--- src/rtl/core/uartrb_pkg.sv ---
package uartrb_pkg;

    // Largest ring the memories are sized for
    localparam int MAX_DEPTH_DEF = 256;

    // Configuration port geometry
    localparam int APB_ADDR_W = 4;
    localparam int APB_DATA_W = 32;

    // Register indexes (byte address / 4)
    localparam logic [1:0] REG_PORT_OPEN = 2'd0;
    localparam logic [1:0] REG_RX_SIZE   = 2'd1;
    localparam logic [1:0] REG_TX_SIZE   = 2'd2;

    // Reset values
    localparam logic [3:0] SIZE_LG_RESET = 4'd6;

    // Item modes
    localparam logic [2:0] MODE_HOST_WR = 3'd0;
    localparam logic [2:0] MODE_HOST_RD = 3'd1;
    localparam logic [2:0] MODE_LINE_RX = 3'd2;
    localparam logic [2:0] MODE_TX_RDY  = 3'd3;
    localparam logic [2:0] MODE_FLUSH   = 3'd4;

    // Stream widths
    localparam int S_TDATA_W = 16;
    localparam int M_TDATA_W = 32;

    // Commands to one ring for the current cycle
    typedef struct packed {
        logic push;
        logic pop;
        logic flush;
        logic clear;
    } ring_ctrl_t;

    // Ring occupancy flags
    typedef struct packed {
        logic empty;
        logic full;
    } ring_stat_t;

    // Configuration register contents and size-write pulses
    typedef struct packed {
        logic       port_open;
        logic [3:0] rx_size_lg;
        logic [3:0] tx_size_lg;
        logic       rx_clear;
        logic       tx_clear;
    } cfg_t;

endpackage

--- src/rtl/core/uart_rx_tx_ring_buffers.sv ---
// Host/line byte ring pair. Each item on the s_ stream is one event: host
// write, host read, line byte received, transmit ready or flush; each gives
// exactly one result item on the m_ stream. An item is taken into an input
// register, handled against the ring pointers and the two byte memories (one
// write port and one registered read port each), and its result is
// registered in the output register in the cycle after handling. One item per
// cycle is sustained while m_tready stays high; a result held by m_tready low
// holds the input register and drops s_tready. No clearing pass is needed
// after reset. Each ring keeps one slot empty, so a ring of 2^n slots holds
// 2^n-1 bytes; sizes are clamped to the memory depth. Write configuration
// only while no item is in flight; writing a size register empties that ring.
module uart_rx_tx_ring_buffers #(
    parameter int MAX_DEPTH = uartrb_pkg::MAX_DEPTH_DEF
) (
    input  logic                                 aclk,
    input  logic                                 aresetn,
    // s_tdata: mode[2:0], data_byte[10:3], zero fill [15:11]
    input  logic                                 s_tvalid,
    output logic                                 s_tready,
    input  logic [uartrb_pkg::S_TDATA_W-1:0]     s_tdata,
    // m_tdata: read_data[7:0], read_valid[8], line_data[16:9], line_valid[17],
    //          accepted[18], rx_available[27:19], tx_request[28], zero [31:29]
    output logic                                 m_tvalid,
    input  logic                                 m_tready,
    output logic [uartrb_pkg::M_TDATA_W-1:0]     m_tdata,
    input  logic                                 psel,
    input  logic                                 penable,
    input  logic                                 pwrite,
    input  logic [uartrb_pkg::APB_ADDR_W-1:0]    paddr,
    input  logic [uartrb_pkg::APB_DATA_W-1:0]    pwdata,
    output logic [uartrb_pkg::APB_DATA_W-1:0]    prdata,
    output logic                                 pready
);
    import uartrb_pkg::*;

    localparam int AW = $clog2(MAX_DEPTH + 1) - 1;

    cfg_t       cfg;
    ring_ctrl_t rx_ctrl, tx_ctrl;
    ring_stat_t rx_stat, tx_stat;
    logic [AW-1:0] rx_count, tx_count_unused_free;
    logic [7:0] rx_rd_data, tx_rd_data;

    logic       s1_valid_reg;
    logic [2:0] s1_mode_reg;
    logic [7:0] s1_byte_reg;
    logic       out_free, fire;

    logic       acc, rv, lv;
    logic       irq_reg, irq_next;
    logic [AW-1:0] avail_cnt;
    logic [8:0] avail;

    logic       m_valid_reg;
    logic       rv_reg, lv_reg, acc_reg;
    logic [8:0] avail_reg;
    logic [7:0] read_data, line_data;

    uartrb_cfg u_cfg (
        .aclk    (aclk),
        .aresetn (aresetn),
        .psel    (psel),
        .penable (penable),
        .pwrite  (pwrite),
        .paddr   (paddr),
        .pwdata  (pwdata),
        .prdata  (prdata),
        .pready  (pready),
        .cfg     (cfg)
    );

    uartrb_ring #(.MAX_DEPTH(MAX_DEPTH)) u_rx_ring (
        .aclk    (aclk),
        .aresetn (aresetn),
        .size_lg (cfg.rx_size_lg),
        .ctrl    (rx_ctrl),
        .wr_data (s1_byte_reg),
        .stat    (rx_stat),
        .count   (rx_count),
        .rd_data (rx_rd_data)
    );

    uartrb_ring #(.MAX_DEPTH(MAX_DEPTH)) u_tx_ring (
        .aclk    (aclk),
        .aresetn (aresetn),
        .size_lg (cfg.tx_size_lg),
        .ctrl    (tx_ctrl),
        .wr_data (s1_byte_reg),
        .stat    (tx_stat),
        .count   (tx_count_unused_free),
        .rd_data (tx_rd_data)
    );

    // Handshake: hold the input item until the result register is free
    assign out_free = !m_valid_reg || m_tready;
    assign fire     = s1_valid_reg && out_free;
    assign s_tready = !s1_valid_reg || fire;

    always_ff @(posedge aclk) begin
        if (!aresetn) begin
            s1_valid_reg <= 1'b0;
        end else if (s_tvalid && s_tready) begin
            s1_valid_reg <= 1'b1;
        end else if (fire) begin
            s1_valid_reg <= 1'b0;
        end
    end

    always_ff @(posedge aclk) begin
        if (s_tvalid && s_tready) begin
            s1_mode_reg <= s_tdata[2:0];
            s1_byte_reg <= s_tdata[10:3];
        end
    end

    // Decode the event against the ring state
    always_comb begin
        rx_ctrl   = '0;
        tx_ctrl   = '0;
        acc       = 1'b0;
        rv        = 1'b0;
        lv        = 1'b0;
        irq_next  = irq_reg;
        avail_cnt = rx_count;
        rx_ctrl.clear = cfg.rx_clear;
        tx_ctrl.clear = cfg.tx_clear;
        if (fire) begin
            unique case (s1_mode_reg)
                MODE_HOST_WR: begin
                    if (cfg.port_open) begin
                        acc          = !tx_stat.full;
                        tx_ctrl.push = !tx_stat.full;
                        irq_next     = 1'b1;
                    end
                end
                MODE_HOST_RD: begin
                    if (cfg.port_open && !rx_stat.empty) begin
                        rv          = 1'b1;
                        rx_ctrl.pop = 1'b1;
                        avail_cnt   = rx_count - AW'(1);
                    end
                end
                MODE_LINE_RX: begin
                    if (cfg.port_open && !rx_stat.full) begin
                        acc          = 1'b1;
                        rx_ctrl.push = 1'b1;
                        avail_cnt    = rx_count + AW'(1);
                    end
                end
                MODE_TX_RDY: begin
                    if (!tx_stat.empty) begin
                        lv          = 1'b1;
                        tx_ctrl.pop = 1'b1;
                    end else begin
                        irq_next = 1'b0;
                    end
                end
                MODE_FLUSH: begin
                    rx_ctrl.flush = 1'b1;
                    tx_ctrl.flush = 1'b1;
                    avail_cnt     = '0;
                end
                default: ;
            endcase
        end
        avail = cfg.port_open ? 9'(avail_cnt) : 9'h1FF;
    end

    // Transmit request
    always_ff @(posedge aclk) begin
        if (!aresetn) begin
            irq_reg <= 1'b0;
        end else begin
            irq_reg <= irq_next;
        end
    end

    // Result register
    always_ff @(posedge aclk) begin
        if (!aresetn) begin
            m_valid_reg <= 1'b0;
        end else if (fire) begin
            m_valid_reg <= 1'b1;
        end else if (m_tready) begin
            m_valid_reg <= 1'b0;
        end
    end

    always_ff @(posedge aclk) begin
        if (fire) begin
            rv_reg    <= rv;
            lv_reg    <= lv;
            acc_reg   <= acc;
            avail_reg <= avail;
        end
    end

    // Popped bytes come from the ring read registers; zero when nothing popped
    assign read_data = rv_reg ? rx_rd_data : 8'h00;
    assign line_data = lv_reg ? tx_rd_data : 8'h00;

    assign m_tvalid = m_valid_reg;
    assign m_tdata  = {3'b000, irq_reg, avail_reg, acc_reg, lv_reg, line_data,
                       rv_reg, read_data};

    // A result never both stores and pops a byte
    a_acc_excl: assert property (@(posedge aclk) disable iff (!aresetn)
        m_valid_reg |-> !(acc_reg && (rv_reg || lv_reg)))
        else $error("result both stored and popped a byte");

    // Closed-port results carry no host activity
    a_closed: assert property (@(posedge aclk) disable iff (!aresetn)
        (m_valid_reg && avail_reg[8]) |-> (!rv_reg && !acc_reg))
        else $error("closed port reported host activity");

    // A handled item always yields a result next cycle
    a_fire_out: assert property (@(posedge aclk) disable iff (!aresetn)
        fire |=> m_valid_reg)
        else $error("handled item produced no result");

    // A blocked input item is held
    a_s1_hold: assert property (@(posedge aclk) disable iff (!aresetn)
        (s1_valid_reg && !out_free) |=> (s1_valid_reg && $stable(s1_mode_reg)))
        else $error("blocked item lost");

endmodule

--- src/rtl/core/uartrb_cfg.sv ---
module uartrb_cfg (
    input  logic                                 aclk,
    input  logic                                 aresetn,
    input  logic                                 psel,
    input  logic                                 penable,
    input  logic                                 pwrite,
    input  logic [uartrb_pkg::APB_ADDR_W-1:0]    paddr,
    input  logic [uartrb_pkg::APB_DATA_W-1:0]    pwdata,
    output logic [uartrb_pkg::APB_DATA_W-1:0]    prdata,
    output logic                                 pready,
    output uartrb_pkg::cfg_t                     cfg
);
    import uartrb_pkg::*;

    logic       port_open_reg, port_open_next;
    logic [3:0] rx_lg_reg, rx_lg_next;
    logic [3:0] tx_lg_reg, tx_lg_next;
    logic       wr_en;
    logic [1:0] reg_idx;

    assign pready  = 1'b1;
    assign wr_en   = psel & penable & pwrite & pready;
    assign reg_idx = paddr[3:2];

    // Decode register writes
    always_comb begin
        port_open_next = port_open_reg;
        rx_lg_next     = rx_lg_reg;
        tx_lg_next     = tx_lg_reg;
        if (wr_en) begin
            unique case (reg_idx)
                REG_PORT_OPEN: port_open_next = pwdata[0];
                REG_RX_SIZE:   rx_lg_next     = pwdata[3:0];
                REG_TX_SIZE:   tx_lg_next     = pwdata[3:0];
                default:       ;
            endcase
        end
    end

    always_ff @(posedge aclk) begin
        if (!aresetn) begin
            port_open_reg <= 1'b0;
            rx_lg_reg     <= SIZE_LG_RESET;
            tx_lg_reg     <= SIZE_LG_RESET;
        end else begin
            port_open_reg <= port_open_next;
            rx_lg_reg     <= rx_lg_next;
            tx_lg_reg     <= tx_lg_next;
        end
    end

    // Read back
    always_comb begin
        unique case (reg_idx)
            REG_PORT_OPEN: prdata = {{(APB_DATA_W-1){1'b0}}, port_open_reg};
            REG_RX_SIZE:   prdata = {{(APB_DATA_W-4){1'b0}}, rx_lg_reg};
            REG_TX_SIZE:   prdata = {{(APB_DATA_W-4){1'b0}}, tx_lg_reg};
            default:       prdata = '0;
        endcase
    end

    // A size write empties its ring
    always_comb begin
        cfg.port_open  = port_open_reg;
        cfg.rx_size_lg = rx_lg_reg;
        cfg.tx_size_lg = tx_lg_reg;
        cfg.rx_clear   = wr_en && (reg_idx == REG_RX_SIZE);
        cfg.tx_clear   = wr_en && (reg_idx == REG_TX_SIZE);
    end

endmodule

--- src/rtl/core/uartrb_ring.sv ---
module uartrb_ring #(
    parameter int MAX_DEPTH = uartrb_pkg::MAX_DEPTH_DEF
) (
    input  logic                                 aclk,
    input  logic                                 aresetn,
    input  logic [3:0]                           size_lg,
    input  uartrb_pkg::ring_ctrl_t               ctrl,
    input  logic [7:0]                           wr_data,
    output uartrb_pkg::ring_stat_t               stat,
    output logic [$clog2(MAX_DEPTH+1)-2:0]       count,
    output logic [7:0]                           rd_data
);
    import uartrb_pkg::*;

    // Largest power of two not above MAX_DEPTH
    localparam int AW    = $clog2(MAX_DEPTH + 1) - 1;
    localparam int DEPTH = 1 << AW;

    logic [3:0]    eff_lg;
    logic [AW:0]   mask_full;
    logic [AW-1:0] mask;
    logic [AW-1:0] head_reg, head_next;
    logic [AW-1:0] tail_reg, tail_next;
    logic [AW-1:0] head_inc, tail_inc;
    logic [7:0]    store_reg [DEPTH];
    logic [7:0]    rd_data_reg;

    // Clamp the size to 1..AW and form the index mask
    always_comb begin
        priority if (size_lg == 4'd0) begin
            eff_lg = 4'd1;
        end else if (size_lg > 4'(AW)) begin
            eff_lg = 4'(AW);
        end else begin
            eff_lg = size_lg;
        end
        mask_full = ((AW+1)'(1) << eff_lg) - (AW+1)'(1);
        mask      = mask_full[AW-1:0];
    end

    assign head_inc   = (head_reg + AW'(1)) & mask;
    assign tail_inc   = (tail_reg + AW'(1)) & mask;
    assign stat.empty = (head_reg == tail_reg);
    assign stat.full  = (head_inc == tail_reg);
    assign count      = (head_reg - tail_reg) & mask;
    assign rd_data    = rd_data_reg;

    // Advance pointers
    always_comb begin
        head_next = head_reg;
        tail_next = tail_reg;
        priority if (ctrl.clear) begin
            head_next = '0;
            tail_next = '0;
        end else if (ctrl.flush) begin
            head_next = tail_reg;
        end else begin
            if (ctrl.push) head_next = head_inc;
            if (ctrl.pop)  tail_next = tail_inc;
        end
    end

    always_ff @(posedge aclk) begin
        if (!aresetn) begin
            head_reg <= '0;
            tail_reg <= '0;
        end else begin
            head_reg <= head_next;
            tail_reg <= tail_next;
        end
    end

    // Byte store: write at head, registered read at tail
    always_ff @(posedge aclk) begin
        if (ctrl.push) store_reg[head_reg] <= wr_data;
        if (ctrl.pop)  rd_data_reg <= store_reg[tail_reg];
    end

endmodule

--- config.mk ---
export PLATFORM = sky130hd
export DESIGN_NAME = uart_rx_tx_ring_buffers
export DESIGN_NICKNAME = d
export VERILOG_FILES = /design/src/rtl/core/uartrb_pkg.sv /design/src/rtl/core/uart_rx_tx_ring_buffers.sv /design/src/rtl/core/uartrb_cfg.sv /design/src/rtl/core/uartrb_ring.sv
export SDC_FILE = /design/constraint.sdc
export NUM_CORES = 2
export LEC_CHECK = 0
export ABC_AREA = 1
export BUFFER_PORTS_ARGS = -buffer_cell sky130_fd_sc_hd__buf_2
export CAP_MARGIN = 5
export CELL_PAD_IN_SITES_DETAIL_PLACEMENT = 1
export CELL_PAD_IN_SITES_GLOBAL_PLACEMENT = 2
export CORE_AREA = 3 3 595 597
export DETAILED_ROUTE_END_ITERATION = 8
export DIE_AREA = 0 0 598 600
export GPL_ROUTABILITY_DRIVEN = 0
export PLACE_DENSITY = 0.93
export SYNTH_ARGS = -nofsm -noshare
export SYNTH_HDL_FRONTEND = slang
export SYNTH_SLANG_ARGS = --single-unit
--- constraint.sdc ---
create_clock -name aclk -period 11.8 [get_ports aclk]
set_clock_uncertainty 0.15 [all_clocks]
set_input_delay 0.59 -clock aclk [delete_from_list [all_inputs] [get_ports aclk]]
set_output_delay 0.59 -clock aclk [all_outputs]
set_load 0.02 [all_outputs]
-- Word-level counts from Yosys, hierarchy flattened
Memory sizes are Yosys's and may differ from the RTL's. A register that Yosys moved wholly into a read port is not among the register bits.
Cells that the tools add are included.
- add/sub/neg operators: 9
- order comparisons: 2
- eq/ne operators: 12
- shifts and indexed selects: 2
- muxes and demuxes: 38
- bitwise logic cells: 10
- reductions and logical operators: 30
- operator list (cell ; count):
    two-way mux 8 bit ; 8
    adder 8 x 1 -> 8 bit (second input constant) ; 5
    AND 8 bit ; 5
    == test 8 bit ; 4
    case mux 8 bit (3 select lines) ; 1
    two-way mux 1 bit ; 19
    two-way mux 4 bit ; 4
    left shift 1 x 4 -> 8 bit (first input constant) ; 2
    subtractor 8 x 2 -> 8 bit (second input constant) ; 2
    case mux 4 bit (3 select lines) ; 1
    AND reduction 2 bit ; 5
    nonzero test 2 bit ; 5
    two-way mux 9 bit ; 1
    greater-than comparator 4 bit (second input constant) ; 2
    zero test 4 bit ; 2
    subtractor 8 x 1 -> 8 bit (second input constant) ; 1
    subtractor 8 bit ; 1
    == test 3 x 2 -> 1 bit (second input constant) ; 2
    logical AND 1 bit ; 6
    two-way mux 3 bit ; 2
    zero test 1 bit ; 5
    case mux 1 bit (2 select lines) ; 2
    AND reduction 4 bit ; 1
    OR reduction 2 bit ; 2
    other kinds (11) ; 15
- bits in registers: 67
- RAM bits: 4096
- input bits: 59
- memories: 2
- memory list (name ; words ; bits a word ; rd ports ; clocked after Yosys merged registers in ; write ports ; line ; source):
    u_rx_ring.store_reg ; 256 ; 8 ; 1 ; 1 ; 1 ; uartrb_ring.sv:25 ; logic [7:0] store_reg [DEPTH];
    u_tx_ring.store_reg ; 256 ; 8 ; 1 ; 1 ; 1 ; uartrb_ring.sv:25 ;

-- Depth between registers and ports, before layout
- depth in word-level cells: 14
- depth in mapped cells: 19

-- Modules after synthesis
A second synthesis with hierarchy kept.
- cells, all modules: 16653
- area, all modules: 177921.9 sq um
- by module, submodules not included (module ; times used ; cells each ; area an instance (sq um) ; sequential area each (sq um)):
    uartrb_ring ; 2 ; 8162 ; 87777.9 ; 62059.5
    uart_rx_tx_ring_buffers ; 1 ; 225 ; 1679.1 ; 750.7
    uartrb_cfg ; 1 ; 104 ; 686.9 ; 180.2

-- Worst setup path after synthesis
OpenSTA, ideal clock, no wires.
- path kind: reg-to-reg
- from: reg s1_byte_reg[0]
- to: mem u_rx_ring.store_reg[0][0] (data pin)
- setup time: 1.435 ns
- data arrival time: 6.158 ns
- data required time: 10.215 ns
- path slack: 4.057 ns
- stages on the path, launching flop included: 1
- clock period less this slack: 7.743 ns
- cell sequence: edfxtp_1
- RTL lines (what ; line ; source):
    start, declared ; uart_rx_tx_ring_buffers.sv:46 ; logic [7:0] s1_byte_reg;
    start signal, assigned ; uart_rx_tx_ring_buffers.sv:112 ; s1_byte_reg <= s_tdata[10:3];
    end, declared ; uartrb_ring.sv:25 ;
Straight into the memory's write port.

-- Final worst setup path
- from: reg u_tx_ring.head_reg[0]
- to: mem u_tx_ring.store_reg[125][7], enable pin
- word-level cells in the longest chain between the ends: 9
- ends and longest elaborated chain (what ; line ; source):
    start, declared ; uartrb_ring.sv:22 ; logic [AW-1:0] head_reg, head_next;
    start signal, assigned ; uartrb_ring.sv:68 ; head_reg <= head_next;
    adder 8 x 1 -> 8 bit ; uartrb_ring.sv:41 ; assign head_inc = (head_reg + AW'(1)) & mask;
    AND 8 bit ; uartrb_ring.sv:41 ;
    == test 8 bit ; uartrb_ring.sv:44 ; assign stat.full = (head_inc == tail_reg);
    zero test 1 bit ; uart_rx_tx_ring_buffers.sv:132 ; tx_ctrl.push = !tx_stat.full;
    two-way mux 1 bit ; uart_rx_tx_ring_buffers.sv:130 ; if (cfg.port_open) begin
    two-way mux 1 bit ; uart_rx_tx_ring_buffers.sv:128 ; unique case (s1_mode_reg)
    two-way mux 3 bit ; uart_rx_tx_ring_buffers.sv:127 ; if (fire) begin
    two-way mux 1 bit ; uartrb_ring.sv:75 ; if (ctrl.push) store_reg[head_reg] <= wr_data;
    two-way mux 1 bit (not written as such) ; uartrb_ring.sv:75 ;
    end, declared ; uartrb_ring.sv:25 ;
Several ways; a longest one is shown, not always the timed one.

==> metrics.md <==
| Metric | Value |
|---|---|
| CTS clock-pin slew for the worst setup and hold paths | 60 ps |
| Die Ht | 600 um |
| CTS tree | done |
| Outcome | completed |
| Core Area | 0.349 mm2 |
| Leak | 58.7 nW |
| Total gr overflow | 0 |
| Fillers | 34600 |
| Final instance area | 0.185 mm2 |
| Synthesized area per cell | 12.7 um2 |
| Buf/Inv on CP | 1 |
| Residual DRC | 0 |
| Layout cells sized above 1 | 0.0702 |
| Tot GR Track Use | 0.287 |
| Max-cap violations | 0 |
| DP HPWL | 291 mm |
| Synthesized flop and latch total | 4179 |
| Area delta synth->final | 10.3% |
| Initial Util | 0.480 |
| Largest net degree at the start of global routing | 211 |
| IO Count | 126 |
| Via density | 6.38 |
| Crit path required time | 12220 ps |
| Post-synth ARST share | 0 |
| Fin. max-slew vios | 0 |
| Chip Width | 598 um |
| RSZ-0062 raised after global routing | no |
| H-tree Lvls | 5 |
| EDFF count, synth | 4135 |
| Crit. End Element | register |
| Crit path max fanout | 18 |
| Worst hold path class | in -> reg |
| Routed Antenna Nets | 0 |
| Clk_lat worst skew | 990 ps |
| Post-layout minimum cycle time | 5720 ps |
| Worst-Margin Slew | 1340 ps |
| Post-synth cell types | 45 |
| Post-CTS Setup Bufs | 0 |
| Clock Path Buffers | 4 |
| Peak supply drop | 0.000188 V |
| Vias in the first global route | 118000 |
| Nets | 13000 |
| Slowest Stage Delay on Critical Path | 1230 ps |
| Root buffer cell | clkbuf_16 |
| Crit path max-delay family | simple AND/OR/NAND/NOR gates |
| Setup violators final | 0 |
| DRT iter0 DRCs | 14200 |
| Wirelength per Cell | 29.6 um |
| Worst EP arrival | 6150 ps |
| Routed wire length | 529 mm |
| Row Count | 217 |
| Routed vias | 114000 |
| Fmax | 0.175 GHz |
| Setup TNS | 0 ps |
| Cell breakdown of the critical path | ha_1, nand3_4, nor2_1, xor2_1, nand3_1, nand2_1, nor2_1, nand2_2, nand3_4, inv_2, nand2_1, nor3_1 |
| Sequential area share after synthesis | 0.747 |
| Mapped Area | 0.167 mm2 |
| Cells after synthesis | 13200 |
| Pwr/cell area | 161 mW/mm2 |
| # clock sinks | 4179 |
| Placed cell areas | 0.171 mm2 |
| Initial antenna violation count | 14 |
| WS Path Type | reg -> reg |
| Cts bufs inserted | 410 |
| Ys Warns | 0 |
| Die ar. | 0.359 mm2 |
| Slew HR | 0.100 |
| CP max-delay cell | nor3_1 |
| First-pass GRT wire length | 775 mm |
| 1st-pass router iterations | 7 |
| Final period utilization | 0.485 |
| CP Launch Type | register |
| # port buffers | 58 |
| Hold violation count in the final report | 0 |
| Top FF cell, synth | edfxtp_1 |
-- area by class of cell --
class,count,area [um2],area share
Tap cell,4599,5750,0.0311
Multi-Input combinational cell,7900,38000,0.206
Clock buffer,493,10700,0.0581
Timing Repair Buffer,265,2120,0.0115
Sequential cell,4179,125000,0.677
Antenna cell,17,42.5,0.000230
Clock inverter,264,2500,0.0135
Inverter,142,578,0.00313
-- cell families (layout without fill, tap and decap cells) --
group / after synthesis / count (layout) / synth area share
AND/OR/NAND/NOR: 4394 / 4394 / 0.107
flip-flops: 4179 / 4179 / 0.747
AO/OA/AOI/OAI: 3437 / 3437 / 0.116
buffers and inverters: 1137 / 1164 / 0.0283
adder cells (fa/ha/maj): 22 / 22 / 0.00169
XOR/XNOR: 13 / 13 / 0.000680
other: 2 / 51 / 0.0000448
-- Yosys cell counts, types with 2 or more instances --
master,number,area (um2)
nand2_2,2,12.5
nand4_1,71,444
xor2_1,8,70.1
buf_2,174,871
edfxtp_1,4135,124000
inv_2,10,37.5
nor3_1,67,335
nand2_4,5,56.3
a21oi_1,211,1060
buf_1,57,214
nand3_4,9,158
nand2_1,677,2540
o22ai_1,564,3530
xnor2_1,5,43.8
clkinv_1,6,22.5
conb_1,2,7.51
dfxtp_1,44,881
a211oi_1,4,30.0
o21ai_1,2,10.0
nor2_2,5,31.3
inv_1,126,473
o21ai_0,2130,10700
buf_6,7,78.8
nor2_1,2896,10900
nor3_2,10,100
nand3_1,642,3210
clkbuf_1,708,2660
o211ai_1,366,2750
ha_1,21,263
buf_4,48,360
o221ai_1,158,1380
-- what timing repair did --
action | in CTS | in global routing
gates resized for setup | 0 | 0
hold buffers | 22 | 0
endpoints found under the hold margin | 23 | 0
-- where the power goes --
part           leakage (nW)  internal, mW  switching (mW)  total [mW]
registers              37.5          16.3         0.00749        16.3
clock network          6.50          7.39            5.77        13.2
logic                  14.7        0.0331           0.326       0.359
total                  58.7          23.7            6.10        29.8
-- worst register-to-register path, delay by kind of cell, from the launching register on --
kind	cells	cell delay (ps)
xor+xnor	1	230
fa+ha+maj	1	420
buf+inv	1	580
flops	1	490
simple gates	9	3470
-- path summary, 6_finish.rpt --
| check | from | end | slack, ps | cells past startpoint |
|---|---|---|---|---|
| max | u_tx_ring.head_reg[0] | u_tx_ring.store_reg[125][7] | 6080 | 12 |
| min | paddr[2] | u_cfg.tx_lg_reg[0] | 170 | 5 |
| max reg2reg | u_tx_ring.head_reg[0] | u_tx_ring.store_reg[125][7] | 6080 | 12 |
| min reg2reg | m_tvalid | m_tvalid | 410 | 2 |
-- routing by layer --
metal	GRT usage	vias to the layer above	part of all wire
li1	-	48200	-
met1	0.356	58400	0.37
met2	0.480	6091	0.49
met3	0.0438	1397	0.080
met4	0.167	10	0.062
met5	0	-	0.00012
-- per-stage QoR --
stage | hold WS (ps) | std cells | util | setup WS (ps) | power (mW)
final | 171 | 17900 | 0.529 | 6080 | 29.8
after global routing | 203 | 17800 | 0.529 | 5900 | 30.5
after CTS | 68.5 | 17800 | 0.529 | 6120 | 29.9
after detailed placement | 396 | 17100 | 0.490 | 6170 | 17.0
after global placement | 342 | 17100 | 0.490 | 6390 | 17.0
after floorplan | 352 | 13200 | - | 4060 | 16.9
-- layout by cell type, fill, tap and decap left out, types with 9 or more instances in the layout --
| master | count |
|---|---|
| clkbuf_1 | 71 |
| dlygate4sd3_1 | 22 |
| nor3_1 | 61 |
| nand3_1 | 635 |
| ha_1 | 21 |
| buf_2 | 61 |
| nor2_1 | 2892 |
| diode_2 | 17 |
| clkbuf_16 | 414 |
| nor3_2 | 16 |
| nand2_2 | 15 |
| nand4_1 | 71 |
| clkinv_2 | 94 |
| buf_4 | 158 |
| o21ai_0 | 2130 |
| conb_1 | 34 |
| edfxtp_1 | 4135 |
| bufinv_16 | 41 |
| clkinvlp_4 | 12 |
| clkinv_1 | 98 |
| o22ai_1 | 564 |
| inv_1 | 119 |
| nand2_1 | 664 |
| o211ai_1 | 366 |
| buf_12 | 19 |
| nand3_4 | 12 |
| o221ai_1 | 158 |
| inv_6 | 9 |
| dfxtp_1 | 36 |
| a21oi_1 | 211 |
Note: power is estimated with default switching activity, not from simulation.
